[src/design/spq_pkg.sv]
package spq_pkg;

   // operation codes carried on req_op
   localparam logic [2:0] OP_PUSH   = 3'd0;
   localparam logic [2:0] OP_POP    = 3'd1;
   localparam logic [2:0] OP_FIND   = 3'd2;
   localparam logic [2:0] OP_CLEAR  = 3'd3;
   localparam logic [2:0] OP_TOGGLE = 3'd4;

   // result status codes
   localparam logic [1:0] STATUS_OK    = 2'd0;
   localparam logic [1:0] STATUS_EMPTY = 2'd1;
   localparam logic [1:0] STATUS_FULL  = 2'd2;

   // sequencer states
   typedef enum logic [3:0] {
      ST_IDLE,
      ST_PUSH_RD,
      ST_PUSH_CMP,
      ST_POP_RD,
      ST_POP_DAT,
      ST_FIND_RD,
      ST_FIND_CMP,
      ST_HEAD_RD,
      ST_HEAD_DAT
   } state_type;

endpackage

[src/design/sorted_priority_queue_top.sv]
// channel   | ports                                   | handshake
// ----------+-----------------------------------------+-------------------------------
// request   | req_op, req_value                       | start high, busy low
// response  | rsp_* fields                            | rsp_strobe, one cycle, no stall
// csr write | csr_start_max_priority                  | csr_valid and csr_ready
//
// Entries sit in a circular buffer in ascending order from a base pointer; the front is
// the top entry in max mode and the bottom one in min mode, so a toggle only flips the mode.
// Busy after accept: clear, toggle, spare codes and rejected beats go straight to the head read,
// a pop reads the front first, a query compares entries until a hit or the end, and a push moves
// larger entries up before writing the new value; the strobe follows as a new beat may start.
// Reset clears the count and base pointer and loads max mode; the receiver cannot stall.
module sorted_priority_queue_top #(
   parameter int DEPTH      = 16,
   parameter int DATA_WIDTH = 32
) (
   input  logic                                  clock,
   input  logic                                  reset,
   input  logic                                  start,
   output logic                                  busy,
   input  logic [2:0]                            req_op,
   input  logic signed [DATA_WIDTH-1:0]          req_value,
   output logic                                  rsp_strobe,
   output logic signed [DATA_WIDTH-1:0]          rsp_popped_value,
   output logic                                  rsp_found,
   output logic [1:0]                            rsp_status,
   output logic signed [DATA_WIDTH-1:0]          rsp_head_value,
   output logic [$clog2(DEPTH+1)-1:0]            rsp_entry_count,
   output logic                                  rsp_is_empty,
   output logic                                  rsp_max_mode,
   input  logic                                  csr_valid,
   output logic                                  csr_ready,
   input  logic                                  csr_start_max_priority
);

   localparam int CW = $clog2(DEPTH + 1);
   localparam int AW = $clog2(DEPTH);
   localparam logic [CW-1:0] DEPTH_CNT = CW'(DEPTH);
   localparam logic [AW:0]   DEPTH_SUM = (AW + 1)'(DEPTH);

   spq_pkg::state_type state_ff, state_in;

   logic [DATA_WIDTH-1:0] mem [DEPTH];
   logic [DATA_WIDTH-1:0] rd_data_ff;

   logic                  start_max_ff;
   logic                  mode_ff, mode_in;
   logic [CW-1:0]         count_ff, count_in;
   logic [AW-1:0]         base_ff, base_in;
   logic [CW-1:0]         idx_ff, idx_in;
   logic [DATA_WIDTH-1:0] value_ff, value_in;
   logic [DATA_WIDTH-1:0] popped_ff, popped_in;
   logic                  found_ff, found_in;
   logic [1:0]            status_ff, status_in;

   logic                  strobe_ff, strobe_in;
   logic [DATA_WIDTH-1:0] rsp_popped_ff, rsp_popped_in;
   logic                  rsp_found_ff, rsp_found_in;
   logic [1:0]            rsp_status_ff, rsp_status_in;
   logic [DATA_WIDTH-1:0] rsp_head_ff, rsp_head_in;
   logic [CW-1:0]         rsp_count_ff, rsp_count_in;
   logic                  rsp_mode_ff, rsp_mode_in;

   logic                  accept;
   logic [CW-1:0]         log_idx;
   logic [CW-1:0]         front_idx;
   logic [AW:0]           addr_sum;
   logic [AW-1:0]         phys_addr;
   logic                  entry_above;
   logic                  entry_hit;
   logic                  wr_en;
   logic [DATA_WIDTH-1:0] wr_data;

   assign accept    = start && (state_ff == spq_pkg::ST_IDLE);
   assign busy      = (state_ff != spq_pkg::ST_IDLE);
   assign csr_ready = 1'b1;

   // front position in logical order
   assign front_idx = (mode_ff && (count_ff != '0)) ? (count_ff - CW'(1)) : '0;

   // shared address unit: logical index to buffer slot, wrapping at the depth
   always_comb begin
      addr_sum = {1'b0, base_ff} + {1'b0, log_idx[AW-1:0]};
      if (addr_sum >= DEPTH_SUM) begin
         addr_sum = addr_sum - DEPTH_SUM;
      end
      phys_addr = addr_sum[AW-1:0];
   end

   // shared comparator
   assign entry_above = $signed(rd_data_ff) > $signed(value_ff);
   assign entry_hit   = (rd_data_ff == value_ff);

   // next state
   always_comb begin
      state_in = state_ff;
      case (state_ff)
         spq_pkg::ST_IDLE: begin
            if (accept) begin
               case (req_op)
                  spq_pkg::OP_PUSH:
                     state_in = (count_ff == DEPTH_CNT) ? spq_pkg::ST_HEAD_RD
                                                        : spq_pkg::ST_PUSH_RD;
                  spq_pkg::OP_POP:
                     state_in = (count_ff == '0) ? spq_pkg::ST_HEAD_RD
                                                 : spq_pkg::ST_POP_RD;
                  spq_pkg::OP_FIND: state_in = spq_pkg::ST_FIND_RD;
                  default:          state_in = spq_pkg::ST_HEAD_RD;
               endcase
            end
         end
         spq_pkg::ST_PUSH_RD:
            state_in = (idx_ff == '0) ? spq_pkg::ST_HEAD_RD : spq_pkg::ST_PUSH_CMP;
         spq_pkg::ST_PUSH_CMP:
            state_in = entry_above ? spq_pkg::ST_PUSH_RD : spq_pkg::ST_HEAD_RD;
         spq_pkg::ST_POP_RD:   state_in = spq_pkg::ST_POP_DAT;
         spq_pkg::ST_POP_DAT:  state_in = spq_pkg::ST_HEAD_RD;
         spq_pkg::ST_FIND_RD:
            state_in = (idx_ff == count_ff) ? spq_pkg::ST_HEAD_RD : spq_pkg::ST_FIND_CMP;
         spq_pkg::ST_FIND_CMP:
            state_in = entry_hit ? spq_pkg::ST_HEAD_RD : spq_pkg::ST_FIND_RD;
         spq_pkg::ST_HEAD_RD:  state_in = spq_pkg::ST_HEAD_DAT;
         spq_pkg::ST_HEAD_DAT: state_in = spq_pkg::ST_IDLE;
         default:              state_in = spq_pkg::ST_IDLE;
      endcase
   end

   // datapath and outputs
   always_comb begin
      mode_in       = mode_ff;
      count_in      = count_ff;
      base_in       = base_ff;
      idx_in        = idx_ff;
      value_in      = value_ff;
      popped_in     = popped_ff;
      found_in      = found_ff;
      status_in     = status_ff;
      strobe_in     = 1'b0;
      rsp_popped_in = rsp_popped_ff;
      rsp_found_in  = rsp_found_ff;
      rsp_status_in = rsp_status_ff;
      rsp_head_in   = rsp_head_ff;
      rsp_count_in  = rsp_count_ff;
      rsp_mode_in   = rsp_mode_ff;
      log_idx       = '0;
      wr_en         = 1'b0;
      wr_data       = value_ff;
      case (state_ff)
         spq_pkg::ST_IDLE: begin
            if (accept) begin
               value_in  = req_value;
               popped_in = '0;
               found_in  = 1'b0;
               status_in = spq_pkg::STATUS_OK;
               idx_in    = '0;
               case (req_op)
                  spq_pkg::OP_PUSH: begin
                     idx_in = count_ff;
                     if (count_ff == DEPTH_CNT) begin
                        status_in = spq_pkg::STATUS_FULL;
                     end
                  end
                  spq_pkg::OP_POP: begin
                     if (count_ff == '0) begin
                        status_in = spq_pkg::STATUS_EMPTY;
                     end
                  end
                  spq_pkg::OP_CLEAR: begin
                     count_in = '0;
                     base_in  = '0;
                     mode_in  = start_max_ff;
                  end
                  spq_pkg::OP_TOGGLE: begin
                     mode_in = ~mode_ff;
                  end
                  default: begin
                  end
               endcase
            end
         end
         // insert at the bottom, or fetch the entry below the gap
         spq_pkg::ST_PUSH_RD: begin
            if (idx_ff == '0) begin
               log_idx  = '0;
               wr_en    = 1'b1;
               wr_data  = value_ff;
               count_in = count_ff + CW'(1);
            end else begin
               log_idx = idx_ff - CW'(1);
            end
         end
         // move the larger entry up, or drop the new value into the gap
         spq_pkg::ST_PUSH_CMP: begin
            log_idx = idx_ff;
            wr_en   = 1'b1;
            if (entry_above) begin
               wr_data = rd_data_ff;
               idx_in  = idx_ff - CW'(1);
            end else begin
               wr_data  = value_ff;
               count_in = count_ff + CW'(1);
            end
         end
         spq_pkg::ST_POP_RD: begin
            log_idx = front_idx;
         end
         // in min mode the base moves up one slot
         spq_pkg::ST_POP_DAT: begin
            log_idx   = CW'(1);
            popped_in = rd_data_ff;
            count_in  = count_ff - CW'(1);
            if (!mode_ff) begin
               base_in = phys_addr;
            end
         end
         spq_pkg::ST_FIND_RD: begin
            if (idx_ff != count_ff) begin
               log_idx = idx_ff;
            end
         end
         spq_pkg::ST_FIND_CMP: begin
            if (entry_hit) begin
               found_in = 1'b1;
            end else begin
               idx_in = idx_ff + CW'(1);
            end
         end
         spq_pkg::ST_HEAD_RD: begin
            log_idx = front_idx;
         end
         spq_pkg::ST_HEAD_DAT: begin
            strobe_in     = 1'b1;
            rsp_popped_in = popped_ff;
            rsp_found_in  = found_ff;
            rsp_status_in = status_ff;
            rsp_head_in   = (count_ff == '0) ? '0 : rd_data_ff;
            rsp_count_in  = count_ff;
            rsp_mode_in   = mode_ff;
         end
         default: begin
         end
      endcase
   end

   // entry memory, registered read
   always_ff @(posedge clock) begin
      if (wr_en) begin
         mem[phys_addr] <= wr_data;
      end
      rd_data_ff <= mem[phys_addr];
   end

   // control registers
   always_ff @(posedge clock) begin
      if (reset) begin
         state_ff     <= spq_pkg::ST_IDLE;
         start_max_ff <= 1'b1;
         mode_ff      <= 1'b1;
         count_ff     <= '0;
         base_ff      <= '0;
         strobe_ff    <= 1'b0;
      end else begin
         state_ff  <= state_in;
         mode_ff   <= mode_in;
         count_ff  <= count_in;
         base_ff   <= base_in;
         strobe_ff <= strobe_in;
         if (csr_valid && csr_ready) begin
            start_max_ff <= csr_start_max_priority;
         end
      end
   end

   // working and response registers
   always_ff @(posedge clock) begin
      idx_ff        <= idx_in;
      value_ff      <= value_in;
      popped_ff     <= popped_in;
      found_ff      <= found_in;
      status_ff     <= status_in;
      rsp_popped_ff <= rsp_popped_in;
      rsp_found_ff  <= rsp_found_in;
      rsp_status_ff <= rsp_status_in;
      rsp_head_ff   <= rsp_head_in;
      rsp_count_ff  <= rsp_count_in;
      rsp_mode_ff   <= rsp_mode_in;
   end

   assign rsp_strobe       = strobe_ff;
   assign rsp_popped_value = rsp_popped_ff;
   assign rsp_found        = rsp_found_ff;
   assign rsp_status       = rsp_status_ff;
   assign rsp_head_value   = rsp_head_ff;
   assign rsp_entry_count  = rsp_count_ff;
   assign rsp_is_empty     = (rsp_count_ff == '0);
   assign rsp_max_mode     = rsp_mode_ff;

endmodule

[config.mk]
export PLATFORM = sky130hd
export DESIGN_NAME = sorted_priority_queue_top
export DESIGN_NICKNAME = d
export VERILOG_FILES = /design/src/design/spq_pkg.sv /design/src/design/sorted_priority_queue_top.sv
export SDC_FILE = /design/constraint.sdc
export NUM_CORES = 1
export LEC_CHECK = 0
export CAP_MARGIN = 25
export CORE_UTILIZATION = 35
export DETAILED_ROUTE_END_ITERATION = 7
export DONT_BUFFER_PORTS = 1
export GPL_ROUTABILITY_DRIVEN = 0
export GPL_TIMING_DRIVEN = 0
export PLACE_DENSITY = 0.53
export SYNTH_ARGS = -nofsm -noshare
export SYNTH_HDL_FRONTEND = slang
export SYNTH_SLANG_ARGS = --single-unit
[constraint.sdc]
create_clock -name clock -period 11.7 [get_ports clock]
set_input_delay 0.585 -clock clock [delete_from_list [all_inputs] [get_ports clock]]
set_output_delay 0.585 -clock clock [all_outputs]
set_load 0.05 [all_outputs]
==> reports/summary.md <==
- **post-cts resize count** 0
- **total die area** 80,640 sq um
- **effective utilization at floorplan** 0.3528
- **remaining antenna violation count** 0
- **Post-synth EDFFs** 657
- **leak pwr** 0.01075 uW
- **clk buf depth** 3
- **number of setup buffers added after CTS** 0
- **CTS HTree Levels** 3
- **initial antenna violation count** 5
- **final net count** 1,662
- **worst vdd rail ir drop** 135.9 uV
- **PnR worst setup slack** 5.388 ns
- **post-detailed-route wirelength per cell** 25.33 microns
- **Critical Path Fanout Max** 21
- **clock transition time at the flip-flop clock pins of the worst setup and hold paths** 0.06 ns
- **netlist area before placement** 27,830 sq um
- **flip-flop and latch count after synthesis** 705
- **WHS Path Cells** 0
- **hold path startpoint** req_value[16]
- **Hold EP** value_ff[16]$_DFFE_PP_
- **number of buffers added by the clock tree synthesis step** 73
- **First DRT Iteration DRCs** 1,177
- **width of the die** 284.0 microns
- **async set or reset register ratio after synthesis** 0
- **Sequential Area** 20,690 sq um
- **Synth Net Count** 1,509
- **worst slack after detailed placement** 5.355 ns
- **# IOs** 117
- **Hold Buf Count CTS** 0
- **total number of placement rows** 103
- **portion of synthesized cell area occupied by the leading cell type** 0.7090
- **fraction of the yosys area taken by sequential cells** 0.7435
- **Inst Count DP** 2,552
- **Detailed Routing Iterations Pass 1** 5
- **Max-Cap Viols** 0
- **CTS Sinks** 705
- **grt ovf** 0
- **number of global-route vias before repair** 14,345
- **final worst clock skew** 0.02621 ns
- **footprint of the multi-input gates** 6804 sq um
- **number of vias in the routed layout** 13,762
- **aggregate routed wire length** 68,130 microns
- **first-pass GRT wire length** 99,350 microns
- **Synth Flop Type** edfxtp_1
- **critical register-to-register path startpoint** idx_ff[0]$_DFFE_PP_
- **Skew-Pair Late Insertion Delay** 0.61 ns
- **Yosys Warn Count** 0
- **Critical Path Source Type** flop
- **cell accounting for the most synthesized area** edfxtp_1
- **total DRC errors in the routed layout** 0
- **All-Layer GR Usage** 0.1705
- **die outline height** 284.0 microns
- **achievable frequency** 0.1584 GHz
- **Relative slew margins** 0.2838
- **half-perimeter wire length of the detailed placement result** 47,500 microns
- **largest net degree at the start of global routing** 33
- **min Tclk post-route** 6.312 ns
- **result of the run** complete, no violations
- **share of the clock period used by the worst path** 0.5395
- **depth of the worst register-to-register path** 15
- **Final Hold Violating Endpoints** 0
- **TritonCTS clock tree** built
- **gate count of the mapped netlist** 1,427
- **setup violators final** 0
- **filler cell count in the final layout** 6,948
- **category of the most critical setup path** flop to flop
- **Critical Path Sink Type** flop
- **number of cells in the finished layout apart from fillers** 2,689
- **area of all placed cells without fillers** 32,650 sq um
- **r2r setup slk** 5.39 ns
- **layout cell share with drive strength beyond 1** 0.2393
- **worst flop-to-flop path endpoint** mem[10][7]$_DFFE_PP_
- **arrival time of the worst setup path** 6.62 ns
- **required time at the endpoint of the critical path** 12.01 ns
- **count of buffers from port buffering** 0
- **via-per-instance ratio** 5.118
- **Avg Inst Size Synth** 19.50 sq um
- **setup repair after global routing missed its margin** false
- **Slew Limit Fails** 0
- **total power divided by cell area** 262.5 nW/um^2
- **worst-margin pin slew** 1.074 ns
- **P&R area growth vs syn** 17.31%
- **cell area after placement** 30,220 sq um
- **buffer type at the clock tree root** clkbuf_16
- **count of different cell masters after synthesis** 68
- **core box area** 78,870 sq um
- **Hold WC Path Type** input pin to flop
- **top cells by area, synth** edfxtp_1, mux4_2, dfxtp_1, mux2i_1, ha_1
-- logic make-up after synthesis --
family,Yosys count,share of synthesized area
flops,705,0.7435
mux,261,0.1532
simple gates,211,0.04159
buf+inv,110,0.01619
compound gates,80,0.02023
fa+ha+maj,42,0.01915
xor+xnor,17,0.006025
other cells,1,0.0001348
-- critical path, stage by stage, from the launching register on --
cell	delay, ns
edfxtp_1	0.48
inv_1	0.15
ha_1	0.14
or4b_4	0.49
nand3_2	0.16
nor2_1	0.06
a21oi_1	0.13
o211ai_1	0.13
ha_1	0.26
fa_1	0.65
clkbuf_1	0.50
clkbuf_1	0.72
clkbuf_1	0.63
nand2_1	0.41
nor2_4	0.85
buf_16	0.24
-- cell type report --
| type | instances | area share |
|---|---|---|
| clock inverters | 33 | 0.01012 |
| flip-flops and latches | 705 | 0.6338 |
| plain buffers | 64 | 0.008508 |
| clock buffers | 100 | 0.06285 |
| inverters | 46 | 0.005289 |
| repair buffers | 78 | 0.03074 |
| well taps | 1050 | 0.04024 |
| multi-input cells | 612 | 0.2084 |
| diodes | 1 | 0.00007665 |
-- flip-flops by register name, indices dropped and copies added (netlist names), 2 cells and up --
register          count
mem                 512
popped_ff            32
rd_data_ff           32
rsp_head_value       32
rsp_popped_value     32
value_ff             32
count_ff              5
idx_ff                5
rsp_entry_count       5
base_ff               4
state_ff              4
rsp_status            2
status_ff             2
-- layout by cell type (no fill, tap or decap), types with 7 or more instances in the layout --
master / synthesis / layout
clkbuf_16: 0 / 76
clkbuf_1: 48 / 66
edfxtp_1: 657 / 657
clkinv_2: 0 / 8
a21oi_1: 23 / 23
mux4_2: 128 / 128
xnor2_1: 8 / 7
nand2_1: 34 / 33
and2_1: 31 / 31
mux2_2: 31 / 31
nor2b_1: 42 / 42
buf_6: 2 / 26
clkinv_1: 0 / 12
nand3_1: 16 / 16
ha_1: 41 / 41
inv_1: 45 / 44
buf_4: 2 / 23
nor3_1: 16 / 10
dfxtp_1: 48 / 48
xor2_1: 8 / 8
o21ai_0: 13 / 13
buf_8: 0 / 20
buf_2: 12 / 14
mux2i_1: 96 / 96
nand4_1: 8 / 8
nor2_1: 39 / 33
-- stage by stage --
step	TNS, ns	hold slack [ns]	power (uW)	utilization
3_3_place_gp	-72.51	0.4006	6141	0.3695
3_5_place_dp	0	0.4045	6349	0.3831
6_report	0	0.06946	8569	0.4139
2_1_floorplan	0	0.4003	5257	-
4_1_cts	0	0.02507	8668	0.4133
5_1_grt	0	0.03843	8969	0.4139
-- synth_stat cells (2+ instances only) --
| cell | count |
|---|---|
| ha_1 | 41 |
| mux2_2 | 31 |
| clkbuf_1 | 48 |
| nor3_2 | 2 |
| buf_6 | 2 |
| nor4_1 | 5 |
| mux4_2 | 128 |
| o211ai_1 | 2 |
| a22oi_1 | 3 |
| o32ai_1 | 2 |
| dfxtp_1 | 48 |
| o21a_1 | 2 |
| mux2i_1 | 96 |
| nand3_1 | 16 |
| and2_1 | 31 |
| edfxtp_1 | 657 |
| a31oi_1 | 2 |
| nand2b_1 | 4 |
| a22o_1 | 5 |
| o221a_2 | 2 |
| mux2_1 | 5 |
| a221o_1 | 2 |
| buf_4 | 2 |
| nand4_1 | 8 |
| xnor2_1 | 8 |
| or4_1 | 2 |
| nor2_1 | 39 |
| a211oi_1 | 5 |
| buf_2 | 12 |
| a21oi_1 | 23 |
| xor2_1 | 8 |
| nand2_1 | 34 |
| a21o_1 | 3 |
| nor2b_1 | 42 |
| o221ai_1 | 3 |
| nor3_1 | 16 |
| o21ai_0 | 13 |
| inv_1 | 45 |
-- metal layers --
metal,part of all wire,routed length [microns],track usage
met1,0.43,29460,0.2305
met2,0.49,33610,0.2818
met3,0.052,3522,0.02645
met4,0.022,1501,0.05484
met5,0.00046,31,0
-- worst max path at each step --
stage | startpoint | to | slack, ns | cells after the start
floorplan | state_ff[2]$_SDFFE_PP0N_ | rsp_entry_count[0]$_DFFE_PP_ | 2.75 | 3
global placement | state_ff[2]$_SDFFE_PP0N_ | rsp_head_value[13]$_SDFFCE_PN0P_ | -0.77 | 3
detailed placement | idx_ff[0]$_DFFE_PP_ | mem[10][7]$_DFFE_PP_ | 5.35 | 15
CTS | idx_ff[0]$_DFFE_PP_ | mem[10][7]$_DFFE_PP_ | 5.36 | 15
global route | idx_ff[0]$_DFFE_PP_ | mem[10][4]$_DFFE_PP_ | 5.06 | 15
finish | idx_ff[0]$_DFFE_PP_ | mem[10][7]$_DFFE_PP_ | 5.39 | 15
-- power breakdown --
group | leakage (uW) | switching [uW] | internal, uW
sequential | 0.00636 | 199 | 3230
combinational | 0.00323 | 1610 | 1230
clock | 0.00116 | 945 | 1360
total | 0.0107 | 2750 | 5820
No activity file was read; power rests on OpenSTA's default activity.
